===== src/arma_pkg.sv =====
// ============================================================================
// ARMA predictor package
// Shared widths, codes, command/status types and fixed-point helpers.
// ============================================================================
package arma_pkg;

    localparam int MAX_ORDER_DEF = 3;
    localparam int NUM_TAPS      = 3;

    localparam int SAMPLE_W   = 16;
    localparam int COEF_W     = 16;
    localparam int PRED_W     = 20;
    localparam int SUM_W      = 48;
    localparam int ORDER_W    = 2;
    localparam int TAP_W      = 2;
    localparam int STEP_W     = 3;
    localparam int CFG_IDX_W  = 3;
    localparam int CFG_DATA_W = 16;

    localparam int FRAC_W    = 12;
    localparam int ACC_W     = 38;
    localparam int RND_W     = ACC_W - FRAC_W;
    localparam int MUL_W     = 21;
    localparam int PROD_W    = 2 * MUL_W;
    localparam int SQ_W      = 40;
    localparam int SAT_IN_W  = 27;
    localparam int OUT_RAW_W = 3 * PRED_W + SUM_W;
    localparam int OUT_W     = ((OUT_RAW_W + 7) / 8) * 8;

    typedef enum logic [CFG_IDX_W-1:0] {
        CFG_AR_ORDER  = 3'd0,
        CFG_MA_ORDER  = 3'd1,
        CFG_AR_COEF_A = 3'd2,
        CFG_AR_COEF_B = 3'd3,
        CFG_AR_COEF_C = 3'd4,
        CFG_MA_COEF_A = 3'd5,
        CFG_MA_COEF_B = 3'd6,
        CFG_MA_COEF_C = 3'd7
    } t_cfg_reg;

    typedef enum logic [1:0] {
        OP_NONE,
        OP_AR,
        OP_MA,
        OP_SQ
    } t_mul_op;

    typedef enum logic [2:0] {
        S_IDLE,
        S_MAC,
        S_MA_LAST,
        S_FIN,
        S_SQ,
        S_COMMIT
    } t_state;

    typedef struct packed {
        logic             start;
        t_mul_op          op;
        logic [TAP_W-1:0] tap;
        logic             acc_ar_en;
        logic             acc_ma_en;
        logic             ar_latch;
        logic             fin_latch;
        logic             commit;
    } t_dp_cmd;

    typedef struct packed {
        logic out_busy;
    } t_dp_status;

    // round half up from Q.12 to integer
    function automatic logic signed [RND_W-1:0] round_q12(input logic signed [ACC_W-1:0] a);
        logic signed [ACC_W-1:0] t;
        t = a + ACC_W'(signed'(2048));
        return t[ACC_W-1:FRAC_W];
    endfunction

    function automatic logic signed [PRED_W-1:0] sat_pred(input logic signed [SAT_IN_W-1:0] v);
        logic signed [SAT_IN_W-1:0] hi;
        logic signed [SAT_IN_W-1:0] lo;
        hi = SAT_IN_W'(signed'(524287));
        lo = -SAT_IN_W'(signed'(524288));
        if (v > hi) begin
            return hi[PRED_W-1:0];
        end else if (v < lo) begin
            return lo[PRED_W-1:0];
        end
        return v[PRED_W-1:0];
    endfunction

endpackage


===== src/arma_ctrl.sv =====
// ============================================================================
// ARMA predictor controller
// Sequences the shared multiplier over AR taps, MA taps and the squared error.
// ============================================================================
module arma_ctrl (
    input  logic                 i_clk,
    input  logic                 i_rst_n,
    input  logic                 i_s_tvalid,
    output logic                 o_s_tready,
    input  arma_pkg::t_dp_status i_status,
    output arma_pkg::t_dp_cmd    o_cmd
);

    arma_pkg::t_state               r_state;
    arma_pkg::t_state               n_state;
    logic [arma_pkg::STEP_W-1:0]    r_step;
    logic [arma_pkg::STEP_W-1:0]    n_step;

    localparam logic [arma_pkg::STEP_W-1:0] TapsStep = arma_pkg::STEP_W'(arma_pkg::NUM_TAPS);
    localparam logic [arma_pkg::STEP_W-1:0] LastStep =
        arma_pkg::STEP_W'(2 * arma_pkg::NUM_TAPS - 1);

    always_ff @(posedge i_clk) begin
        if (!i_rst_n) begin
            r_state <= arma_pkg::S_IDLE;
            r_step  <= '0;
        end else begin
            r_state <= n_state;
            r_step  <= n_step;
        end
    end

    always_comb begin
        n_state    = r_state;
        n_step     = r_step;
        o_cmd      = '0;
        o_s_tready = 1'b0;
        unique case (r_state)
            arma_pkg::S_IDLE: begin
                o_s_tready = 1'b1;
                if (i_s_tvalid) begin
                    o_cmd.start = 1'b1;
                    n_step      = '0;
                    n_state     = arma_pkg::S_MAC;
                end
            end
            arma_pkg::S_MAC: begin
                if (r_step < TapsStep) begin
                    o_cmd.op        = arma_pkg::OP_AR;
                    o_cmd.tap       = r_step[arma_pkg::TAP_W-1:0];
                    o_cmd.acc_ar_en = (r_step != '0);
                end else begin
                    o_cmd.op        = arma_pkg::OP_MA;
                    o_cmd.tap       = arma_pkg::TAP_W'(r_step - TapsStep);
                    o_cmd.acc_ar_en = (r_step == TapsStep);
                    o_cmd.acc_ma_en = (r_step != TapsStep);
                    o_cmd.ar_latch  = (r_step == TapsStep + 1'b1);
                end
                if (r_step == LastStep) begin
                    n_state = arma_pkg::S_MA_LAST;
                end else begin
                    n_step = r_step + 1'b1;
                end
            end
            arma_pkg::S_MA_LAST: begin
                o_cmd.acc_ma_en = 1'b1;
                n_state         = arma_pkg::S_FIN;
            end
            arma_pkg::S_FIN: begin
                o_cmd.fin_latch = 1'b1;
                n_state         = arma_pkg::S_SQ;
            end
            arma_pkg::S_SQ: begin
                o_cmd.op = arma_pkg::OP_SQ;
                n_state  = arma_pkg::S_COMMIT;
            end
            arma_pkg::S_COMMIT: begin
                // hold the square until the output register frees up
                o_cmd.op = arma_pkg::OP_SQ;
                if (!i_status.out_busy) begin
                    o_cmd.commit = 1'b1;
                    n_state      = arma_pkg::S_IDLE;
                end
            end
            default: begin
                n_state = arma_pkg::S_IDLE;
            end
        endcase
    end

endmodule


===== src/arma_dp.sv =====
// ============================================================================
// ARMA predictor datapath
// Config registers, histories, shared multiplier, accumulators, output stage.
// ============================================================================
module arma_dp #(
    parameter int MAX_ORDER = arma_pkg::MAX_ORDER_DEF
) (
    input  logic                                   i_clk,
    input  logic                                   i_rst_n,
    input  logic                                   i_cfg_we,
    input  logic [arma_pkg::CFG_IDX_W-1:0]         i_cfg_idx,
    input  logic [arma_pkg::CFG_DATA_W-1:0]        i_cfg_data,
    input  arma_pkg::t_dp_cmd                      i_cmd,
    output arma_pkg::t_dp_status                   o_status,
    input  logic signed [arma_pkg::SAMPLE_W-1:0]   i_sample,
    input  logic                                   i_first,
    input  logic                                   i_m_tready,
    output logic                                   o_m_tvalid,
    output logic [arma_pkg::OUT_W-1:0]             o_m_tdata
);

    localparam int SW  = arma_pkg::SAMPLE_W;
    localparam int CW  = arma_pkg::COEF_W;
    localparam int PW  = arma_pkg::PRED_W;
    localparam int AW  = arma_pkg::ACC_W;
    localparam int MW  = arma_pkg::MUL_W;
    localparam int QW  = arma_pkg::SAT_IN_W;
    localparam int TW  = arma_pkg::SUM_W;

    logic [arma_pkg::ORDER_W-1:0]  r_ar_order;
    logic [arma_pkg::ORDER_W-1:0]  r_ma_order;
    logic signed [CW-1:0]          r_ar_coef [arma_pkg::NUM_TAPS];
    logic signed [CW-1:0]          r_ma_coef [arma_pkg::NUM_TAPS];

    logic signed [SW-1:0]          r_samp_hist [MAX_ORDER];
    logic signed [PW-1:0]          r_res_hist  [MAX_ORDER];
    logic [TW-1:0]                 r_total;
    logic [TW-1:0]                 n_total;

    logic signed [SW-1:0]          r_x;
    logic                          r_first;
    logic signed [AW-1:0]          r_acc_ar;
    logic signed [AW-1:0]          r_acc_ma;
    logic signed [arma_pkg::PROD_W-1:0] r_prod;
    logic signed [arma_pkg::PROD_W-1:0] n_prod;
    logic signed [PW-1:0]          r_ar_pred;
    logic signed [PW-1:0]          r_resid;
    logic signed [PW-1:0]          r_fin;
    logic signed [MW-1:0]          r_diff;
    logic                          r_out_valid;
    logic [arma_pkg::OUT_W-1:0]    r_out_data;

    logic signed [SW-1:0]          samp_sel;
    logic signed [PW-1:0]          res_sel;
    logic signed [CW-1:0]          ar_coef_sel;
    logic signed [CW-1:0]          ma_coef_sel;
    logic signed [MW-1:0]          mul_a;
    logic signed [MW-1:0]          mul_b;
    logic                          tap_used;

    logic signed [PW-1:0]          ar_val;
    logic signed [PW-1:0]          resid_val;
    logic signed [PW-1:0]          fin_val;
    logic signed [arma_pkg::RND_W-1:0] ar_rnd;
    logic signed [arma_pkg::RND_W-1:0] ma_rnd;
    logic [arma_pkg::SQ_W-1:0]     sq;
    logic [TW:0]                   total_sum;

    // configuration
    always_ff @(posedge i_clk) begin
        if (!i_rst_n) begin
            r_ar_order <= arma_pkg::ORDER_W'(1);
            r_ma_order <= arma_pkg::ORDER_W'(1);
            for (int i = 0; i < arma_pkg::NUM_TAPS; i++) begin
                r_ar_coef[i] <= '0;
                r_ma_coef[i] <= '0;
            end
        end else if (i_cfg_we) begin
            unique case (arma_pkg::t_cfg_reg'(i_cfg_idx))
                arma_pkg::CFG_AR_ORDER:  r_ar_order   <= i_cfg_data[arma_pkg::ORDER_W-1:0];
                arma_pkg::CFG_MA_ORDER:  r_ma_order   <= i_cfg_data[arma_pkg::ORDER_W-1:0];
                arma_pkg::CFG_AR_COEF_A: r_ar_coef[0] <= i_cfg_data;
                arma_pkg::CFG_AR_COEF_B: r_ar_coef[1] <= i_cfg_data;
                arma_pkg::CFG_AR_COEF_C: r_ar_coef[2] <= i_cfg_data;
                arma_pkg::CFG_MA_COEF_A: r_ma_coef[0] <= i_cfg_data;
                arma_pkg::CFG_MA_COEF_B: r_ma_coef[1] <= i_cfg_data;
                arma_pkg::CFG_MA_COEF_C: r_ma_coef[2] <= i_cfg_data;
                default: ;
            endcase
        end
    end

    // operand select
    always_comb begin
        samp_sel    = '0;
        res_sel     = '0;
        ar_coef_sel = '0;
        ma_coef_sel = '0;
        for (int i = 0; i < MAX_ORDER; i++) begin
            if (i_cmd.tap == arma_pkg::TAP_W'(i)) begin
                samp_sel = r_samp_hist[i];
                res_sel  = r_res_hist[i];
            end
        end
        for (int i = 0; i < arma_pkg::NUM_TAPS; i++) begin
            if (i_cmd.tap == arma_pkg::TAP_W'(i)) begin
                ar_coef_sel = r_ar_coef[i];
                ma_coef_sel = r_ma_coef[i];
            end
        end
        mul_a    = '0;
        mul_b    = '0;
        tap_used = 1'b0;
        case (i_cmd.op)
            arma_pkg::OP_AR: begin
                mul_a    = MW'(samp_sel);
                mul_b    = MW'(ar_coef_sel);
                tap_used = (i_cmd.tap < r_ar_order);
            end
            arma_pkg::OP_MA: begin
                mul_a    = MW'(res_sel);
                mul_b    = MW'(ma_coef_sel);
                tap_used = (i_cmd.tap < r_ma_order);
            end
            arma_pkg::OP_SQ: begin
                mul_a    = r_diff;
                mul_b    = r_diff;
                tap_used = 1'b1;
            end
            default: ;
        endcase
        n_prod = '0;
        if (tap_used) begin
            n_prod = mul_a * mul_b;
        end
    end

    always_ff @(posedge i_clk) begin
        r_prod <= n_prod;
    end

    // rounding, saturation and error terms
    always_comb begin
        ar_rnd    = arma_pkg::round_q12(r_acc_ar);
        ar_val    = r_first ? PW'(r_x) : arma_pkg::sat_pred(QW'(ar_rnd));
        resid_val = arma_pkg::sat_pred(QW'(r_x) - QW'(ar_val));
        ma_rnd    = arma_pkg::round_q12(r_acc_ma);
        fin_val   = arma_pkg::sat_pred(QW'(r_ar_pred) - QW'(ma_rnd));
        sq        = r_prod[arma_pkg::SQ_W-1:0];
        total_sum = {1'b0, r_total} + (TW + 1)'(sq);
        n_total   = total_sum[TW] ? '1 : total_sum[TW-1:0];
    end

    always_ff @(posedge i_clk) begin
        if (i_cmd.start) begin
            r_x      <= i_sample;
            r_first  <= i_first;
            r_acc_ar <= '0;
            r_acc_ma <= '0;
        end else begin
            if (i_cmd.acc_ar_en) begin
                r_acc_ar <= r_acc_ar + r_prod[AW-1:0];
            end
            if (i_cmd.acc_ma_en) begin
                r_acc_ma <= r_acc_ma + r_prod[AW-1:0];
            end
        end
        if (i_cmd.ar_latch) begin
            r_ar_pred <= ar_val;
            r_resid   <= resid_val;
        end
        if (i_cmd.fin_latch) begin
            r_fin  <= fin_val;
            r_diff <= MW'(fin_val) - MW'(r_x);
        end
    end

    // histories and error total
    always_ff @(posedge i_clk) begin
        if (!i_rst_n) begin
            r_total <= '0;
            for (int i = 0; i < MAX_ORDER; i++) begin
                r_samp_hist[i] <= '0;
                r_res_hist[i]  <= '0;
            end
        end else if (i_cmd.start && i_first) begin
            r_total <= '0;
            for (int i = 0; i < MAX_ORDER; i++) begin
                r_samp_hist[i] <= '0;
                r_res_hist[i]  <= '0;
            end
        end else if (i_cmd.commit) begin
            r_total        <= n_total;
            r_samp_hist[0] <= r_x;
            r_res_hist[0]  <= r_resid;
            for (int i = 1; i < MAX_ORDER; i++) begin
                r_samp_hist[i] <= r_samp_hist[i-1];
                r_res_hist[i]  <= r_res_hist[i-1];
            end
        end
    end

    // output register
    always_ff @(posedge i_clk) begin
        if (!i_rst_n) begin
            r_out_valid <= 1'b0;
        end else if (i_cmd.commit) begin
            r_out_valid <= 1'b1;
        end else if (i_m_tready) begin
            r_out_valid <= 1'b0;
        end
    end

    always_ff @(posedge i_clk) begin
        if (i_cmd.commit) begin
            r_out_data <= arma_pkg::OUT_W'({n_total, r_fin, r_resid, r_ar_pred});
        end
    end

    assign o_status.out_busy = r_out_valid && !i_m_tready;
    assign o_m_tvalid        = r_out_valid;
    assign o_m_tdata         = r_out_data;

endmodule


===== src/arma_one_step_predictor_unit.sv =====
// A request taken in IDLE steps through MAC, MA_LAST, FIN, SQ and COMMIT, which waits
// while the output is stalled; no new request is taken before COMMIT. One shared multiplier
// runs the three AR taps, the three MA taps and the squared error in turn.
// A finished result waits in the output register while the next request is taken.
// Reset (i_rst_n low, synchronous): orders to 1, coefficients, histories and error
// total to zero, no result pending.
// ============================================================================
// ARMA one-step predictor
// Top level: streaming ports, configuration port, controller and datapath.
// ============================================================================
module arma_one_step_predictor_unit #(
    parameter int MAX_ORDER = arma_pkg::MAX_ORDER_DEF
) (
    input  logic                                i_clk,
    input  logic                                i_rst_n,
    input  logic                                i_cfg_we,
    input  logic [arma_pkg::CFG_IDX_W-1:0]      i_cfg_idx,
    input  logic [arma_pkg::CFG_DATA_W-1:0]     i_cfg_data,
    input  logic                                i_s_tvalid,
    output logic                                o_s_tready,
    input  logic [arma_pkg::SAMPLE_W-1:0]       i_s_tdata,  // [15:0] sample
    input  logic                                i_s_tuser,  // [0] start_of_series
    output logic                                o_m_tvalid,
    input  logic                                i_m_tready,
    // [19:0] ar_prediction, [39:20] residual, [59:40] final_prediction,
    // [107:60] error_sum, [111:108] zero
    output logic [arma_pkg::OUT_W-1:0]          o_m_tdata
);

    arma_pkg::t_dp_cmd    cmd;
    arma_pkg::t_dp_status status;

    arma_ctrl u_ctrl (
        .i_clk      (i_clk),
        .i_rst_n    (i_rst_n),
        .i_s_tvalid (i_s_tvalid),
        .o_s_tready (o_s_tready),
        .i_status   (status),
        .o_cmd      (cmd)
    );

    arma_dp #(
        .MAX_ORDER (MAX_ORDER)
    ) u_dp (
        .i_clk      (i_clk),
        .i_rst_n    (i_rst_n),
        .i_cfg_we   (i_cfg_we),
        .i_cfg_idx  (i_cfg_idx),
        .i_cfg_data (i_cfg_data),
        .i_cmd      (cmd),
        .o_status   (status),
        .i_sample   (signed'(i_s_tdata)),
        .i_first    (i_s_tuser),
        .i_m_tready (i_m_tready),
        .o_m_tvalid (o_m_tvalid),
        .o_m_tdata  (o_m_tdata)
    );

    a_accept_blocks: assert property (@(posedge i_clk) disable iff (!i_rst_n)
        (i_s_tvalid && o_s_tready) |=> !o_s_tready)
        else $error("request taken while previous one still in work");

    a_commit_free: assert property (@(posedge i_clk) disable iff (!i_rst_n)
        cmd.commit |-> !status.out_busy)
        else $error("result committed over a pending output");

    a_result_idle: assert property (@(posedge i_clk) disable iff (!i_rst_n)
        $rose(o_m_tvalid) |-> o_s_tready)
        else $error("result shown before controller returned to idle");

    a_acc_excl: assert property (@(posedge i_clk) disable iff (!i_rst_n)
        !(cmd.acc_ar_en && cmd.acc_ma_en))
        else $error("both accumulators enabled in one cycle");

endmodule


===== config.mk =====
export PLATFORM = sky130hd
export DESIGN_NAME = arma_one_step_predictor_unit
export DESIGN_NICKNAME = d
export VERILOG_FILES = /design/src/arma_pkg.sv /design/src/arma_ctrl.sv /design/src/arma_dp.sv /design/src/arma_one_step_predictor_unit.sv
export SDC_FILE = /design/constraint.sdc
export NUM_CORES = 2
export LEC_CHECK = 0
export BUFFER_PORTS_ARGS = -buffer_cell sky130_fd_sc_hd__clkbuf_2
export CORE_UTILIZATION = 64
export DETAILED_ROUTE_END_ITERATION = 10
export PLACE_DENSITY = 0.82
export SYNTH_ARGS = -nofsm -noshare
export SYNTH_HDL_FRONTEND = slang
export SYNTH_SLANG_ARGS = --single-unit

===== constraint.sdc =====
create_clock -name i_clk -period 11.2 [get_ports i_clk]
set_input_delay 0.56 -clock i_clk [delete_from_list [all_inputs] [get_ports i_clk]]
set_output_delay 0.56 -clock i_clk [all_outputs]
set_load 0.1 [all_outputs]

Yosys cells after proc, flatten, opt, wreduce, memory -nomap -nowiden

Memories as Yosys holds them, arrays and structs flattened.
Cells that the tools add are included.

Register bits: 381
RAM bits: 204
Bits of input ports: 41
Output and inout bits: 114
Word-level logic and storage cells: 202
Memories kept: 4

Add/sub/neg operators: 10
Multiply operators: 1
Magnitude comparators: 9
Equal/unequal tests: 25
Mux-type cells: 103
Bitwise logic cells: 19
Reduce and logical (&&, ||, !) cells: 15

Memories:

| name             | words | width | read ports | clocked after memory_dff | write ports | line          | text |
|---|---|---|---|---|---|---|---|
| u_dp.r_res_hist  | 3     | 20    | 3          | 0                        | 3           | arma_dp.sv:36 | `logic signed [PW-1:0] r_res_hist [MAX_ORDER];` |
| u_dp.r_ar_coef   | 3     | 16    | 3          | 0                        | 3           | arma_dp.sv:32 | `logic signed [CW-1:0] r_ar_coef [arma_pkg::NUM_TAPS];` |
| u_dp.r_ma_coef   | 3     | 16    | 3          | 0                        | 3           | arma_dp.sv:33 | `logic signed [CW-1:0] r_ma_coef [arma_pkg::NUM_TAPS];` |
| u_dp.r_samp_hist | 3     | 16    | 3          | 0                        | 3           | arma_dp.sv:35 | `logic signed [SW-1:0] r_samp_hist [MAX_ORDER];` |

Operators with widths:

| kind                                                                            | count |
|---|---|
| 20-bit two-way mux                                                              | 19 |
| 16-bit two-way mux                                                              | 21 |
| 21-bit one-hot mux with 3 select lines                                          | 2 |
| 38-bit by 13-bit adder with 38-bit output (second input constant)               | 2 |
| 38-bit adder                                                                    | 2 |
| 27-bit by 20-bit > comparator with 1-bit output (second input constant)         | 2 |
| 27-bit by 20-bit less-than comparator with 1-bit output (second input constant) | 2 |
| 48-bit by 40-bit adder with 49-bit output                                       | 1 |
| 48-bit two-way mux                                                              | 1 |
| 1-bit two-way mux                                                               | 47 |
| 21-bit by 21-bit multiplier with 40-bit output                                  | 1 |
| 20-bit by 26-bit subtractor with 27-bit output                                  | 1 |
| 26-bit by 20-bit > comparator with 1-bit output (second input constant)         | 1 |
| 26-bit by 20-bit less-than comparator with 1-bit output (second input constant) | 1 |
| 3-bit equality test (second input constant)                                     | 8 |
| 16-bit by 20-bit subtractor with 21-bit output                                  | 1 |
| 20-bit by 16-bit subtractor with 21-bit output                                  | 1 |
| 3-bit two-way mux                                                               | 6 |
| 1-bit OR                                                                        | 18 |
| 3-bit one-hot mux with 6 select lines                                           | 1 |
| 3-bit by 2-bit equality test with 1-bit output (second input constant)          | 5 |
| 2-bit equality test (second input constant)                                     | 3 |
| 3-bit by 1-bit equality test with 1-bit output (second input constant)          | 2 |
| 3-bit logical NOT                                                               | 2 |
| other kinds (23)                                                                | 32 |

Logic depth before layout (Yosys ltp)

Word-level depth: 11
Gate-level depth with buffers: 41
Gate-level depth less buffers: 37

Modules after synthesis

Synthesis repeated with hierarchy kept, for this count alone.

Cell total of the unflattened synthesis: 4,939
Area, all modules: 47,784.6 µm²

By module, submodules not included:

| module    | instances | cells an instance | area each (µm²) | sequential area each (µm²) |
|---|---|---|---|---|
| arma_dp   | 1         | 4,870             | 47,261.6        | 15,695.1 |
| arma_ctrl | 1         | 69                | 523.0           | 120.1 |

Worst setup path before layout

No wires, ideal clock.

Kind: register to register
From: register u_ctrl.r_step[0] in the netlist's numbering
To: register u_dp.r_prod[39] in the netlist's numbering
Library setup time: 0.128 ns
Arrival time: 8.804 ns
Required time: 11.072 ns
Setup slack: 2.268 ns
Cell stages (with the launch flop): 41
Buffers on the path: 3
Period minus slack after synthesis: 8.932 ns
Cell sequence: dfxtp_1 -> inv_1 -> ha_1 -> o21bai_1 -> nand3_1 -> inv_2 -> nor2_1 -> clkbuf_1 -> clkbuf_1 -> nand2_1 -> o21ai_0 -> nand2_1 -> nand3_1 -> clkbuf_1 -> nand2_1 -> fa_1 -> inv_1 -> fa_1 -> [... 5 more ...] -> fa_1 -> inv_1 -> fa_1 -> inv_1 -> fa_1 -> inv_1 -> ha_1 -> nand2_1 -> o21ai_0 -> a311o_1 -> a21o_1 -> a21boi_0 -> or4_1 -> nand3_1 -> o211ai_1 -> o21ai_0 -> xnor2_1 -> nor2_1

Longest elaborated chain between the ends: 9
Elaborated cells on any way between the ends: 29
Those cells by class: 1 x add/sub; 1 x mul; 3 x order compare; 5 x eq/ne; 18 x mux; 1 x reduce/logical

RTL lines:

| what                                                                                      | line                             | text |
|---|---|---|
| from (decl)                                                                               | arma_ctrl.sv:16                  | `logic [arma_pkg::STEP_W-1:0] r_step;` |
| from (signal assigned)                                                                    | arma_ctrl.sv:29                  | `r_step <= n_step;` |
| 3-bit by 2-bit less-than comparator with 1-bit output or 2-bit subtractor (tied branches) | arma_ctrl.sv:48, arma_ctrl.sv:54 |  |
| 5-bit two-way mux *                                                                       | arma_ctrl.sv:48                  | `if (r_step < TapsStep) begin` |
| 3-bit two-way mux                                                                         | arma_ctrl.sv:38                  | `unique case (r_state)` |
| 2-bit logical NOT                                                                         | arma_dp.sv:100, arma_dp.sv:106   |  |
| 20-bit two-way mux (tied with other cells) (3 in a row)                                   | arma_dp.sv:100                   | `if (i_cmd.tap == arma_pkg::TAP_W'(i)) begin` |
| 21-bit one-hot mux with 3 select lines                                                    | arma_dp.sv:114                   | `case (i_cmd.op)` |
| 21-bit by 21-bit multiplier with 40-bit output                                            | arma_dp.sv:134                   | `n_prod = mul_a * mul_b;` |
| to (signal assigned)                                                                      | arma_dp.sv:139                   | `r_prod <= n_prod;` |
| to (decl)                                                                                 | arma_dp.sv:44                    | `logic signed [arma_pkg::PROD_W-1:0] r_prod;` |

Every way passes the cells marked *; elsewhere a longest branch is shown, timed or not.
A chain may end at the register's enable or synchronous reset.

Worst setup path after layout

From: register u_ctrl.r_state[0]
To: register u_dp.r_prod[29] in the netlist's numbering

Longest elaborated chain between the ends: 8
Elaborated cells on any way between the ends: 30
Those cells by class: 1 x mul; 2 x order compare; 8 x eq/ne; 17 x mux; 2 x reduce/logical

RTL lines:

| what                                                    | line                           | text |
|---|---|---|
| from (decl)                                             | arma_ctrl.sv:14                | `arma_pkg::t_state r_state;` |
| from (signal assigned)                                  | arma_ctrl.sv:25                | `r_state <= arma_pkg::S_IDLE;` |
| from (signal assigned)                                  | arma_ctrl.sv:28                | `r_state <= n_state;` |
| 3-bit by 1-bit equality test with 1-bit output          | arma_ctrl.sv:38                |  |
| 3-bit two-way mux                                       | arma_ctrl.sv:38                |  |
| 2-bit logical NOT                                       | arma_dp.sv:100, arma_dp.sv:106 |  |
| 20-bit two-way mux (tied with other cells) (3 in a row) | arma_dp.sv:100                 |  |
| 21-bit one-hot mux with 3 select lines                  | arma_dp.sv:114                 |  |
| 21-bit by 21-bit multiplier with 40-bit output          | arma_dp.sv:134                 |  |

Parallel ways exist; a longest one is shown, timed or not.

==> metrics.txt <==
Final Util=70.0%; switching share of power=35.2%; CP Launch Type=flop; clock buffer count from CTS=60; clock network power share=30.1%; HP Class=in -> reg; grt met2 use=56.7%; CP Data Required Time=11.65 ns; synthesis-stage register bit count=585; DP Wirelength=100000 µm; most frequent cells in the layout=inv_1, nand2_1, fa_1; Fmax=0.0935 GHz; DP Worst Slack=0.497 ns; die height=275 µm; Total Die Area=75400 µm²; Yosys Warn Count=0; # DRC=4; H-tree levels=2; # IOs=155; setup TNS=0 ns; met1 Usage GRT=45.5%; post-route setup slack=0.509 ns; netlist area before placement=47600 µm²; CTS sink cnt=585; CTS tree=done; Final setup violation count=0; Antenna Violating Nets Remaining=0; crit-path max FO=30; Worst Skew=0.102 ns; Post-synth EDFFs=410; Logic pwr share=31.3%; fin crit period=10.69 ns; endpoint of the lowest-slack register-to-register path=u_dp.r_prod[29]; number of global-route vias before repair=37700; Core ar.=73200 µm²; RSZ-0062 raised after global routing=false; R2R setup slack=0.51 ns; DRT Wirelength=133000 µm; final hold vios=0; Reg2Reg Depth=33; final RePlAce weighted congestion=1.00; number of distinct library cells after synthesis=93; Worst Max-Slew Pin Slew=1.13 ns; sequential share of power=38.6%; gr busiest metal=met2; Die Width=275 µm; WHS Endpoint=u_dp.r_x[11]; hold_sp=i_s_tdata[11]; Setup crit end kind=flop; layout cells sized above 1=7.31%; clk buf depth=3; post-synthesis instance total=4968; P_sw=2370 µW; Buf+Inv Stages, Crit Path=8; ys flop type=edfxtp_1; CP max stage cell=o21a_2; period utilization=95.5%; Via-to-Cell Ratio=6.17; outcome=complete, but fails checks; I/O Buffers=150; hold_ws=0.0750 ns; Initial DRC Count=3645; failing checks=design-rule violations; Cells on Worst Hold Path=1; routed len/inst=21.9 µm; global-route wire length before repair=208000 µm; leading cell type in the layout, fill and taps excluded=inv_1; crit-path max cell delay=0.61 ns; Worst Setup Path Type=reg -> reg; average size of a mapped cell=9.58 µm²; gr ovfl total=0; WP data arrival=11.14 ns; global-route met3 utilization=9.34%; fin nets=5838; Seq/Total Area, Yosys=33.2%; Root Driver=clkbuf_16; Int Pwr=4370 µW; PD cells=132 nW/µm²; Synth async-reset ratio=0%; Final Max Slew Viols=0; initial antenna violation count=0; clock-pin slew on the worst setup and hold paths=0.06 ns; VDD IR max=0.158 mV; Via Count=37400; TritonRoute pass-1 iters=11; R2R Path Start=u_ctrl.r_state[0]; largest net degree at the start of global routing=111; Leak=0.0237 µW; All-Layer GR Usage=36.0%; Crit path max-delay family=adder cells; row cnt=99; Area Overhead vs Synth=7.78%; relative slew slack=24.6%; initial cell density of the core=65.0%; Skew-Pair Late Insertion Delay=0.68 ns; max cap viols=0
## worst max path at each step
stage / end / slack [ns] / depth (start not counted) / startpoint
floorplan: u_dp.r_prod[39] / 2.27 / 40 / u_ctrl.r_step[0]
global placement: u_dp.r_prod[39] / 0.81 / 32 / u_ctrl.r_state[0]
detailed placement: u_dp.r_prod[29] / 0.50 / 27 / u_ctrl.r_state[0]
CTS: u_dp.r_prod[29] / 0.38 / 27 / u_ctrl.r_state[0]
global route: u_dp.r_prod[38] / 0.14 / 35 / u_ctrl.r_state[0]
finish: u_dp.r_prod[29] / 0.51 / 33 / u_ctrl.r_state[0]
## area by class of cell
class	count	area, µm²
Antenna cell	2	5.00
Clock buffer	88	1680
Clock inverter	24	299
Fill cell	5266	21900
Inverter	680	2560
Multi-Input combinational cell	3507	28500
Sequential cell	585	15800
Tap cell	959	1200
Timing Repair Buffer	218	1260
## sequential cells by signal, summed over array words and instances (netlist names), 2 cells and up
| signal | count |
|---|---|
| u_dp.r_x | 16 |
| u_dp.o_m_tdata | 108 |
| u_dp.r_res_hist | 60 |
| u_dp.r_ar_order | 2 |
| u_dp.r_prod | 40 |
| u_dp.r_fin | 20 |
| u_ctrl.r_step | 3 |
| u_dp.r_acc_ma | 38 |
| u_dp.r_ma_coef | 48 |
| u_ctrl.r_state | 3 |
| u_dp.r_ar_coef | 48 |
| u_dp.r_ma_order | 2 |
| u_dp.r_total | 48 |
| u_dp.r_samp_hist | 48 |
| u_dp.r_resid | 20 |
| u_dp.r_ar_pred | 20 |
| u_dp.r_diff | 21 |
| u_dp.r_acc_ar | 38 |
## routing by layer
| metal | part of all wire [%] | vias up |
|---|---|---|
| li1 | - | 16800 |
| met1 | 37 | 18000 |
| met2 | 46 | 2053 |
| met3 | 11 | 516 |
| met4 | 6.4 | 4 |
| met5 | 0.13 | - |
## cell usage after synthesis, types with 5 or more instances
cell type	instances	area share, %
o21ai_0	180	1.9
o21bai_1	23	0.36
xnor2_1	141	2.6
a22oi_1	5	0.079
nor2_1	335	2.6
a211o_1	12	0.22
a21o_1	116	1.8
buf_2	22	0.23
o21a_1	45	0.71
mux2i_1	59	1.2
and2_1	58	0.76
and3_1	135	1.8
a21boi_0	9	0.14
inv_1	678	5.3
or3_1	17	0.22
buf_4	9	0.14
o31ai_1	19	0.30
o211ai_1	17	0.27
o22ai_1	11	0.14
nor3b_1	5	0.079
nor2b_1	42	0.55
or2_2	20	0.26
a31oi_1	36	0.47
nor3_1	55	0.58
xor2_1	99	1.8
a21oi_1	299	3.1
a41oi_1	5	0.092
a22o_1	43	0.79
nand3_1	95	1.0
edfxtp_1	410	26
o21ai_1	7	0.074
a211oi_1	46	0.73
and4_1	12	0.22
o41ai_1	5	0.092
buf_1	6	0.047
ha_1	296	7.8
nand4_1	21	0.28
a31o_2	5	0.092
dfxtp_1	175	7.4
clkbuf_1	161	1.3
nand2b_1	49	0.64
o31a_1	7	0.13
fa_1	449	19
nand2_1	648	5.1
## cell families (layout without fill, tap and decap cells)
group | Yosys count | after routing | synth area share, %
AO/OA/AOI/OAI | 935 | 935 | 12.6
flip-flops | 585 | 585 | 33.2
XOR/XNOR | 240 | 240 | 4.42
buffers and inverters | 879 | 1010 | 7.08
multiplexers | 60 | 60 | 1.27
AND/OR/NAND/NOR | 1522 | 1522 | 14.7
adder cells (fa/ha/maj) | 746 | 746 | 26.7
other | 1 | 6 | 0.00788
## power groups by stage
stage	sequential (µW)	combinational, µW	clock (µW)
3_3_place_gp	2630	1990	0
2_1_floorplan	2580	1490	0
3_5_place_dp	2640	2040	0
6_report	2600	2110	2030
4_1_cts	2590	2070	2040
5_1_grt	2600	2330	2120
## what timing repair did
action / in CTS / in global routing
setup endpoints to repair: 0 / 8
gates resized for setup: 0 / 6
hold buffers: 0 / 0
setup buffers: 0 / 0
## through the flow
step	power, µW	std cells	cell area [µm²]
2_1_floorplan	4070	4971	47600
3_5_place_dp	4680	5949	49300
3_3_place_gp	4620	5949	49300
4_1_cts	6700	6061	51300
6_report	6750	6063	51300
5_1_grt	7050	6061	51300
Note: power is estimated with default switching activity, not from simulation.
